File: src/b2da_pkg.sv
// Shared constants and controller/datapath interface types for the binary to decimal converter.
package b2da_pkg;

	localparam int VALUE_BITS  = 31;
	localparam int MAX_DIGITS  = 10;
	localparam int CNT_W       = $clog2(MAX_DIGITS);
	localparam int DIGIT_W     = 4;
	localparam int CHAR_W      = 6;
	localparam int IN_TDATA_W  = ((VALUE_BITS + 7) / 8) * 8;
	localparam int OUT_TDATA_W = ((CHAR_W + 7) / 8) * 8;

	// Divide by ten as a multiply by ceil(2^35 / 10) and a right shift by 35.
	// This is exact for every operand below 2^32.
	localparam int RECIP_W     = 32;
	localparam int RECIP_SHIFT = 35;
	localparam logic [RECIP_W-1:0] RECIP = 32'hCCCC_CCCD;
	localparam int PROD_W      = VALUE_BITS + RECIP_W;

	localparam logic [CHAR_W-1:0] ASCII_ZERO = 6'd48;

	typedef struct packed {
		logic load;   // capture a new value and clear the digit counter
		logic div;    // one divide-by-ten step, store the remainder
		logic emit;   // move the digit at the counter into the output register
	} dp_cmd_t;

	typedef struct packed {
		logic quot_zero; // the current quotient is zero, so this is the top digit
		logic cnt_zero;  // the counter points at the least significant digit
		logic out_free;  // the output register can take a digit this cycle
	} dp_sts_t;

endpackage

File: src/b2da_ctrl.sv
// Controller state machine sequencing the divide and emit phases.
module b2da_ctrl import b2da_pkg::*; (
	input  logic    clk,
	input  logic    arst_n,
	input  logic    in_valid,
	output logic    in_ready,
	input  dp_sts_t sts,
	output dp_cmd_t cmd
);

	localparam logic [1:0] ST_IDLE = 2'd0;
	localparam logic [1:0] ST_DIV  = 2'd1;
	localparam logic [1:0] ST_EMIT = 2'd2;

	logic [1:0] state_q;
	logic [1:0] state_d;

	assign in_ready = (state_q == ST_IDLE);

	always_comb begin
		cmd      = '0;
		state_d  = state_q;
		case (state_q)
			ST_IDLE: begin
				cmd.load = in_valid;
				if (in_valid) begin
					state_d = ST_DIV;
				end
			end
			ST_DIV: begin
				cmd.div = 1'b1;
				if (sts.quot_zero) begin
					state_d = ST_EMIT;
				end
			end
			ST_EMIT: begin
				cmd.emit = sts.out_free;
				if (sts.out_free && sts.cnt_zero) begin
					state_d = ST_IDLE;
				end
			end
			default: begin
				state_d = ST_IDLE;
			end
		endcase
	end

	always_ff @(posedge clk or negedge arst_n) begin
		if (!arst_n) begin
			state_q <= ST_IDLE;
		end else begin
			state_q <= state_d;
		end
	end

endmodule

File: config.mk
export PLATFORM = sky130hd
export DESIGN_NAME = b2da_ctrl
export DESIGN_NICKNAME = d
export VERILOG_FILES = /design/src/b2da_pkg.sv /design/src/b2da_ctrl.sv
export SDC_FILE = /design/constraint.sdc
export NUM_CORES = 1
export LEC_CHECK = 0
export BUFFER_PORTS_ARGS = -buffer_cell sky130_fd_sc_hd__buf_2
export CAP_MARGIN = 40
export CORE_AREA = 2 2 39 41
export DETAILED_ROUTE_END_ITERATION = 10
export DIE_AREA = 0 0 41 43
export SLEW_MARGIN = 20
export SYNTH_ARGS = -nofsm -noshare
export SYNTH_HDL_FRONTEND = slang
export SYNTH_SLANG_ARGS = --single-unit
File: constraint.sdc
create_clock -name clk -period 1.83 [get_ports clk]
set_clock_uncertainty 0.15 [all_clocks]
set_input_delay 0.549 -clock clk [delete_from_list [all_inputs] [get_ports clk]]
set_output_delay 0.549 -clock clk [all_outputs]
set_load 0.02 [all_outputs]
==> impl_metrics.toml, run 1 <==
[worst_setup_path]
endpoint_kind = "primary output"
crit_buf_inv = 1
arrival_ns = 1.08
crit_required_ns = 1.13
path_max_fanout = 4
critPathKind = "reg2out"
crit_chain = "nor2b_2, and2_1, buf_2"
start_kind = "flip-flop"
slowest_delay_ns = 0.40
slowest_stage = "dfrtp_1"
critical-path-top-delay-family = "flip-flops"

[global_route]
antenna_found_initial = 0
grt_pass1_wl_um = 579
grt_util_all_layers = 0.0633
grt_pass1_vias = 141
overflow = 0
grt_max_degree = 6

[synthesis]
ys_ff_latch = 2
yosysUniqueCellTypes = 9
synthesis.nets = 18
synth.top_cell.area_share = 0.449
synth_cells = 12
yosys_warnings = 0
synth.area.top_cells = "dfrtp_1 45%, and2_1 11%, nand2b_1 11%"
netlist_area_um2 = 111
synth.top_cells.by_count = "2 x and2_1, 2 x dfrtp_1, 2 x nand2b_1"
synth_ff_type = "dfrtp_1"
avgSynthCellArea_um2 = 9.28
synth_edf_count = 0
synthArstFlopShare = 1.00
yosysTopAreaCell = "dfrtp_1"
synth-seq-area-share = 0.449

[cts]
clock_latency_ns = 0.22
clkTransAtPathRegs_ns = 0.03
htree_levels = 1
cts-root-buf = "clkbuf_4"
cts_made_buffers = 3
cts_tree = "done"
clk_path_buf_depth = 2
clock_sinks = 2

[timing]
maxSlewHeadroom = 0.909
finalCritPeriodShare = 0.974
max_freq_mhz = 561
min_period_ns = 1.78
maxSlewViolCount = 0
worst_slew_pin_slew_ns = 0.136
setup_viol_count_final = 0
hold_viol_final = 0
rsz0062_at_grt = "true"
setup_tns_ns = 0

[detailed_routing]
wl_per_cell_um = 7.33
antenna_left = 0
drtPass1Iterations = 2
drtIter0Drc = 2
route.vias.total = 129
route.detailed.drc = 0
wl_um = 308
viasPerCell = 3.07

[floorplanning]
ios = 10
core_um2 = 1380
core.rowCount = 14
fp.dieW_um = 41
fp.dieArea_um2 = 1760
start_util = 0.0805
die_h_um = 43

[final_layout]
area_growth_pct = 100
fillCellCount = 163
top_register = "state_q"
diodes = 0
largest_reg_flops = 2
reg_top3 = "state_q x2"
drive_above_1_share = 0.654
final_nets = 34
utilization = 0.161

[placed_design]
portBuffers = 9
place.gp.congestion = 0.558

[job]
cap_violations = 0

[worst_hold_path]
min_path_type = "reg2reg"

[power]
p_per_area_nw_per_um2 = 1760
p_leak_uw = 0.000112
ir_worst_vdd_uv = 509

[outcome]
status = "finished, final reports clean"
stage by stage:
stage / instances / area (um2) / setup slack, ns / hold slack (ns) / total power (uW)
floorplan: 12 / 111 / 0.120 / 0.103 / 209
global placement: 37 / 176 / 0.205 / 0.183 / 263
detailed placement: 37 / 176 / 0.207 / 0.187 / 267
CTS: 41 / 209 / 0.0373 / 0.335 / 373
global route: 42 / 223 / -0.0114 / 0.363 / 434
finish: 42 / 223 / 0.0483 / 0.330 / 393
worst reg2reg max path, delay by kind of cell, from the launching register on:
family	cells	cell delay [ns]
flops	1	0.42
compound gates	1	0.22
simple gates	1	0.16
cell families after synthesis:
logic type,Yosys count,synth area share
DFF,2,0.449
AOI/OAI and AO/OA,2,0.124
and+or+nand+nor,8,0.427
final cells by class:
cell class,count,area (um2),share of cell area
timing repair buffer,11,62.6,0.281
tap,16,20.0,0.0899
clock buffer,3,22.5,0.101
multi-input combinational,10,66.3,0.298
sequential,2,51.3,0.230
path summary, 6_finish.rpt:
path | from | to | slack [ns] | depth (start not counted)
max | state_q[1] | cmd[0] | 0.05 | 3
min | state_q[1] | state_q[0] | 0.33 | 1
max reg2reg | state_q[0] | state_q[1] | 0.76 | 2
min reg2reg | state_q[1] | state_q[0] | 0.33 | 1
max in group asynchronous | arst_n | state_q[0] | 0.93 | 2
min in group asynchronous | arst_n | state_q[1] | 0.50 | 2
where the power goes:
| group | total (uW) | switching [uW] | leakage (uW) | internal [uW] |
|---|---|---|---|---|
| combinational | 198 | 103 | 0.0000737 | 94.5 |
| clock | 97.1 | 24.8 | 0.0000138 | 72.3 |
| sequential | 98.2 | 28.7 | 0.0000242 | 69.5 |
timing repair:
| action | 4_1_cts | 5_1_grt |
|---|---|---|
| hold buffers | 1 | 0 |
| resized for setup | 0 | 3 |
| endpoints found under the setup margin | 0 | 2 |
| endpoints found under the hold margin | 2 | 0 |
| setup buffers | 0 | 1 |
metal layers:
layer  part of all wire  vias to the layer above  global-route usage
met5                  0                        -                   0
met4              0.088                        0               0.120
met3               0.13                        2              0.0471
met2               0.30                       11              0.0438
met1               0.49                       49              0.0707
li1                   -                       67                   -
placed cells by master (no fill, tap or decap):
cell type      n
a21oi_1        1
a22o_1         1
and2_1         2
buf_2          9
buf_4          1
clkbuf_4       3
dfrtp_1        1
dfrtp_2        1
dlygate4sd3_1  1
nand2_1        1
nand2b_1       2
nor2_2         1
nor2b_2        2
(Power assumes the default switching activity.)
==> inputs of run 2 (changes only) <==
--- a/config.mk
+++ b/config.mk
@@ -10,6 +10,7 @@
 export CORE_AREA = 2 2 39 41
 export DETAILED_ROUTE_END_ITERATION = 10
 export DIE_AREA = 0 0 41 43
+export SETUP_SLACK_MARGIN = 0.05
 export SLEW_MARGIN = 20
 export SYNTH_ARGS = -nofsm -noshare
 export SYNTH_HDL_FRONTEND = slang
==> run 2 against run 1 <==
Global-route usage is 0.10 points higher. Design area grew 16%. Clock power grew 2%. Worst setup slack improved by 0.045 ns. Count of clock-buffer cells in the layout unchanged. Maximum frequency increased by 2.6%. Sequential share of layout area decreased by 3.1 points. Worst hold slack gained 0.085 ns.
==> impl_metrics.toml, run 2 (synthesis gave the netlist of run 1 again) <==
[detailed_routing]
viasPerCell = 3.30
wl_per_cell_um = 8.42
route.vias.total = 142
drtIter0Drc = 0
drtPass1Iterations = 1
wl_um = 362
route.detailed.drc = 0
antenna_left = 0

[worst_setup_path]
r2r-start = "state_q[1]"
endpoint_kind = "primary output"
crit_required_ns = 1.13
path_max_fanout = 5
critPathKind = "reg2out"
arrival_ns = 1.04
start_kind = "flip-flop"
r2r_cells = 3
r2r_setup_slack_ns = 0.73
r2r_end = "state_q[1]"

[floorplanning]
ios = 10
start_util = 0.0805
core.rowCount = 14
fp.dieArea_um2 = 1760
fp.dieW_um = 41
die_h_um = 43
core_um2 = 1380

[placed_design]
place.gp.congestion = 0.558
placed_cells = 37
portBuffers = 9
placed_area_um2 = 176

[cts]
clkTransAtPathRegs_ns = 0.03
clock_sinks = 2
cts_tree = "done"
clk_path_buf_depth = 2
cts_made_buffers = 3
htree_levels = 1
cts-root-buf = "clkbuf_4"
clock_latency_ns = 0.23

[global_route]
overflow = 0
grt_pass1_wl_um = 600
antenna_found_initial = 0
grt_max_degree = 6
grt_util_all_layers = 0.0643
grt_pass1_vias = 149

[final_layout]
diodes = 0
area_growth_pct = 131
final_cells = 43
final_common_cell = "buf_2"
final_cell_mix = "6 x buf_2, 3 x clkbuf_4, 3 x buf_4"
top_register = "state_q"
reg_top3 = "state_q x2"
largest_reg_flops = 2
design_area_um2 = 258
final_nets = 35
drive_above_1_share = 0.704

[worst_hold_path]
min-delay-start = "sts[2]"
min_path_cells = 2
min_to = "state_q[1]"
min_path_type = "in2reg"

[job]
cap_violations = 0

[timing]
finalCritPeriodShare = 0.949
hold_viol_final = 0
rsz0062_at_grt = "true"
setup_viol_count_final = 0
maxSlewViolCount = 0
worst_slew_pin_slew_ns = 0.137
max_freq_mhz = 576
setup_tns_ns = 0
maxSlewHeadroom = 0.909
min_period_ns = 1.74

[power]
p_leak_uw = 0.000126
p_per_area_nw_per_um2 = 1840
ir_worst_vdd_uv = 493

[outcome]
status = "finished, final reports clean"
run 2: metrics by stage:
| step | power (uW) | util | hold WS [ns] | worst slack [ns] |
|---|---|---|---|---|
| after floorplan | 209 | - | 0.103 | 0.120 |
| after global placement | 263 | 0.127 | 0.183 | 0.205 |
| after detailed placement | 267 | 0.127 | 0.187 | 0.207 |
| after CTS | 394 | 0.158 | 0.397 | 0.0607 |
| after global routing | 520 | 0.186 | 0.414 | 0.0336 |
| final | 474 | 0.186 | 0.415 | 0.0937 |
run 2: area by class of cell:
cell class / count / area [um2]
tap: 16 / 20.0
fill: 160 / 1130
clock buffer: 3 / 22.5
multi-input combinational: 10 / 78.8
sequential: 2 / 51.3
timing repair buffer: 12 / 85.1
run 2: power breakdown:
part	total, uW	switching, uW	leakage (uW)	internal (uW)
Sequential	104	34.3	0.0000242	69.5
Clock	98.7	26.2	0.0000138	72.5
Combinational	272	120	0.0000882	152
run 2: worst max-delay path, cell delays in order, from the launching register on:
cell     delay [ns]
dfrtp_2        0.44
nor2b_4        0.13
and2_4         0.14
buf_6          0.10
run 2: worst max-delay path by stage:
stage	startpoint	to	slack [ns]
final	state_q[0]	cmd[0]	0.09
after global routing	state_q[0]	cmd[2]	0.03
after CTS	state_q[0]	cmd[2]	0.06
after detailed placement	in_valid	cmd[2]	0.21
after global placement	in_valid	cmd[2]	0.20
after floorplan	state_q[0]	cmd[2]	0.12
run 2: what timing repair did:
item / CTS / global route
endpoints found under the setup margin: 1 / 3
setup buffers: 1 / 1
gates resized for setup: 1 / 10
hold buffers: 1 / 0
pin swaps: 0 / 2
endpoints found under the hold margin: 2 / 0
run 2: per-layer routing:
metal / wire length (um) / global-route usage / vias to the layer above
li1: - / - / 71
met1: 153 / 0.0643 / 56
met2: 136 / 0.0531 / 13
met3: 47 / 0.0471 / 2
met4: 24 / 0.120 / 0
met5: 0 / 0 / -
==> inputs of run 3 (changes only) <==
--- a/config.mk
+++ b/config.mk
@@ -10,7 +10,7 @@
 export CORE_AREA = 2 2 39 41
 export DETAILED_ROUTE_END_ITERATION = 10
 export DIE_AREA = 0 0 41 43
-export SETUP_SLACK_MARGIN = 0.05
+export SETUP_SLACK_MARGIN = 0.2
 export SLEW_MARGIN = 20
 export SYNTH_ARGS = -nofsm -noshare
 export SYNTH_HDL_FRONTEND = slang
==> run 3 against run 2 <==
Count of clock-buffer cells in the layout unchanged. Critical path depth is the same. Total power is 6.8% higher. Register-to-register slack about the same. Sequential share of layout area is 0.37 points lower.
==> impl_metrics.toml, run 3 (synthesis gave the netlist of run 1 again) <==
[outcome]
status = "finished, final reports clean"

[final_layout]
final_cells = 42
top_register = "state_q"
diodes = 0
fillCellCount = 151
reg_top3 = "state_q x2"
largest_reg_flops = 2
final_cell_mix = "5 x buf_2, 4 x buf_6, 3 x clkbuf_4"
design_area_um2 = 269
ff_latch_area_um2 = 52.6
drive_above_1_share = 0.769
final_nets = 34
multi_input_area_um2 = 86.3
utilization = 0.194
area_growth_pct = 142
final_common_cell = "buf_2"

[floorplanning]
fp.dieW_um = 41
core.rowCount = 14
core_um2 = 1380
ios = 10
die_h_um = 43
start_util = 0.0805
fp.dieArea_um2 = 1760

[worst_setup_path]
path_max_fanout = 5
endpoint_kind = "primary output"
crit_required_ns = 1.13
crit_buf_inv = 1
slowest_delay_ns = 0.44
critical-path-top-delay-family = "flip-flops"
critPathKind = "reg2out"
slowest_stage = "dfrtp_2"
start_kind = "flip-flop"
crit_chain = "nor2b_4, and2_4, buf_6"
arrival_ns = 1.04

[placed_design]
portBuffers = 9
placed_area_um2 = 179
placed_cells = 37
place.gp.congestion = 0.542

[timing]
finalCritPeriodShare = 0.952
setup_viol_count_final = 0
setup_tns_ns = 0
maxSlewViolCount = 0
min_period_ns = 1.74
worst_slew_pin_slew_ns = 0.148
hold_viol_final = 0
max_freq_mhz = 574
hold_slack_ns = 0.424
maxSlewHeadroom = 0.901
rsz0062_at_grt = "true"

[cts]
clock_latency_ns = 0.22
clk_path_buf_depth = 2
clkTransAtPathRegs_ns = 0.03
cts-root-buf = "clkbuf_4"
clock_sinks = 2
cts_made_buffers = 3
cts_tree = "done"
htree_levels = 1

[global_route]
grt_pass1_wl_um = 572
overflow = 0
grt_max_degree = 6
grt_util_all_layers = 0.0592
grt_pass1_vias = 148
antenna_found_initial = 0

[power]
ir_worst_vdd_uv = 673
p_per_area_nw_per_um2 = 1880
p_clk_frac = 0.194
p_leak_uw = 0.000125
p_comb_frac = 0.582
netSwitchingFraction = 0.372
p_sw_uw = 189
p_int_uw = 318
pwr-share-seq = 0.224

[detailed_routing]
route.vias.total = 143
drtPass1Iterations = 2
wl_per_cell_um = 7.98
route.detailed.drc = 0
viasPerCell = 3.40
antenna_left = 0
drtIter0Drc = 1
wl_um = 335

[worst_hold_path]
min_path_type = "in2reg"

[job]
cap_violations = 0
-- run 3: cell count changes in the layout (fill, tap and decap cells not counted), sizes merged --
cell	change
buf	-1
-- run 3: path summary, 6_finish.rpt --
check	endpoint	slack (ns)	cells past startpoint	from
max	cmd[0]	0.09	3	state_q[0]
min	state_q[1]	0.42	2	sts[2]
max reg2reg	state_q[1]	0.74	2	state_q[0]
min reg2reg	state_q[0]	0.43	2	state_q[1]
max in group asynchronous	state_q[0]	0.93	2	arst_n
min in group asynchronous	state_q[1]	0.50	2	arst_n
-- run 3: final cells by class --
cell class | instances | share of cell area
multi-input cells | 10 | 0.321
repair buffers | 11 | 0.326
flip-flops and latches | 2 | 0.195
well taps | 16 | 0.0744
clock buffers | 3 | 0.0837
-- run 3: power by group through the flow --
| stage | Sequential, uW | Clock, uW | Combinational (uW) |
|---|---|---|---|
| floorplan | 90.3 | 0 | 126 |
| global placement | 95.3 | 0 | 175 |
| detailed placement | 96.5 | 0 | 176 |
| CTS | 103 | 104 | 281 |
| global route | 119 | 106 | 314 |
| finish | 113 | 98.5 | 295 |
-- run 3: what timing repair did --
item / in CTS / in global routing
resized for setup: 13 / 3
hold buffers: 1 / 0
cloned: 0 / 0
hold endpoints to repair: 2 / 0
pin swaps: 3 / 1
endpoints found under the setup margin: 4 / 4
setup buffers: 1 / 0
-- run 3: metal layers --
layer | wire length (um) | vias to the layer above | track usage
li1 | - | 67 | -
met1 | 149 | 63 | 0.0611
met2 | 143 | 11 | 0.0500
met3 | 28 | 2 | 0.0314
met4 | 13 | 0 | 0.120
met5 | 0 | - | 0
-- run 3: through the flow --
step	total power, uW	worst slack [ns]
3_5_place_dp	273	0.204
6_report	507	0.0885
4_1_cts	488	0.0951
3_3_place_gp	270	0.204
5_1_grt	539	0.0465
2_1_floorplan	216	0.221
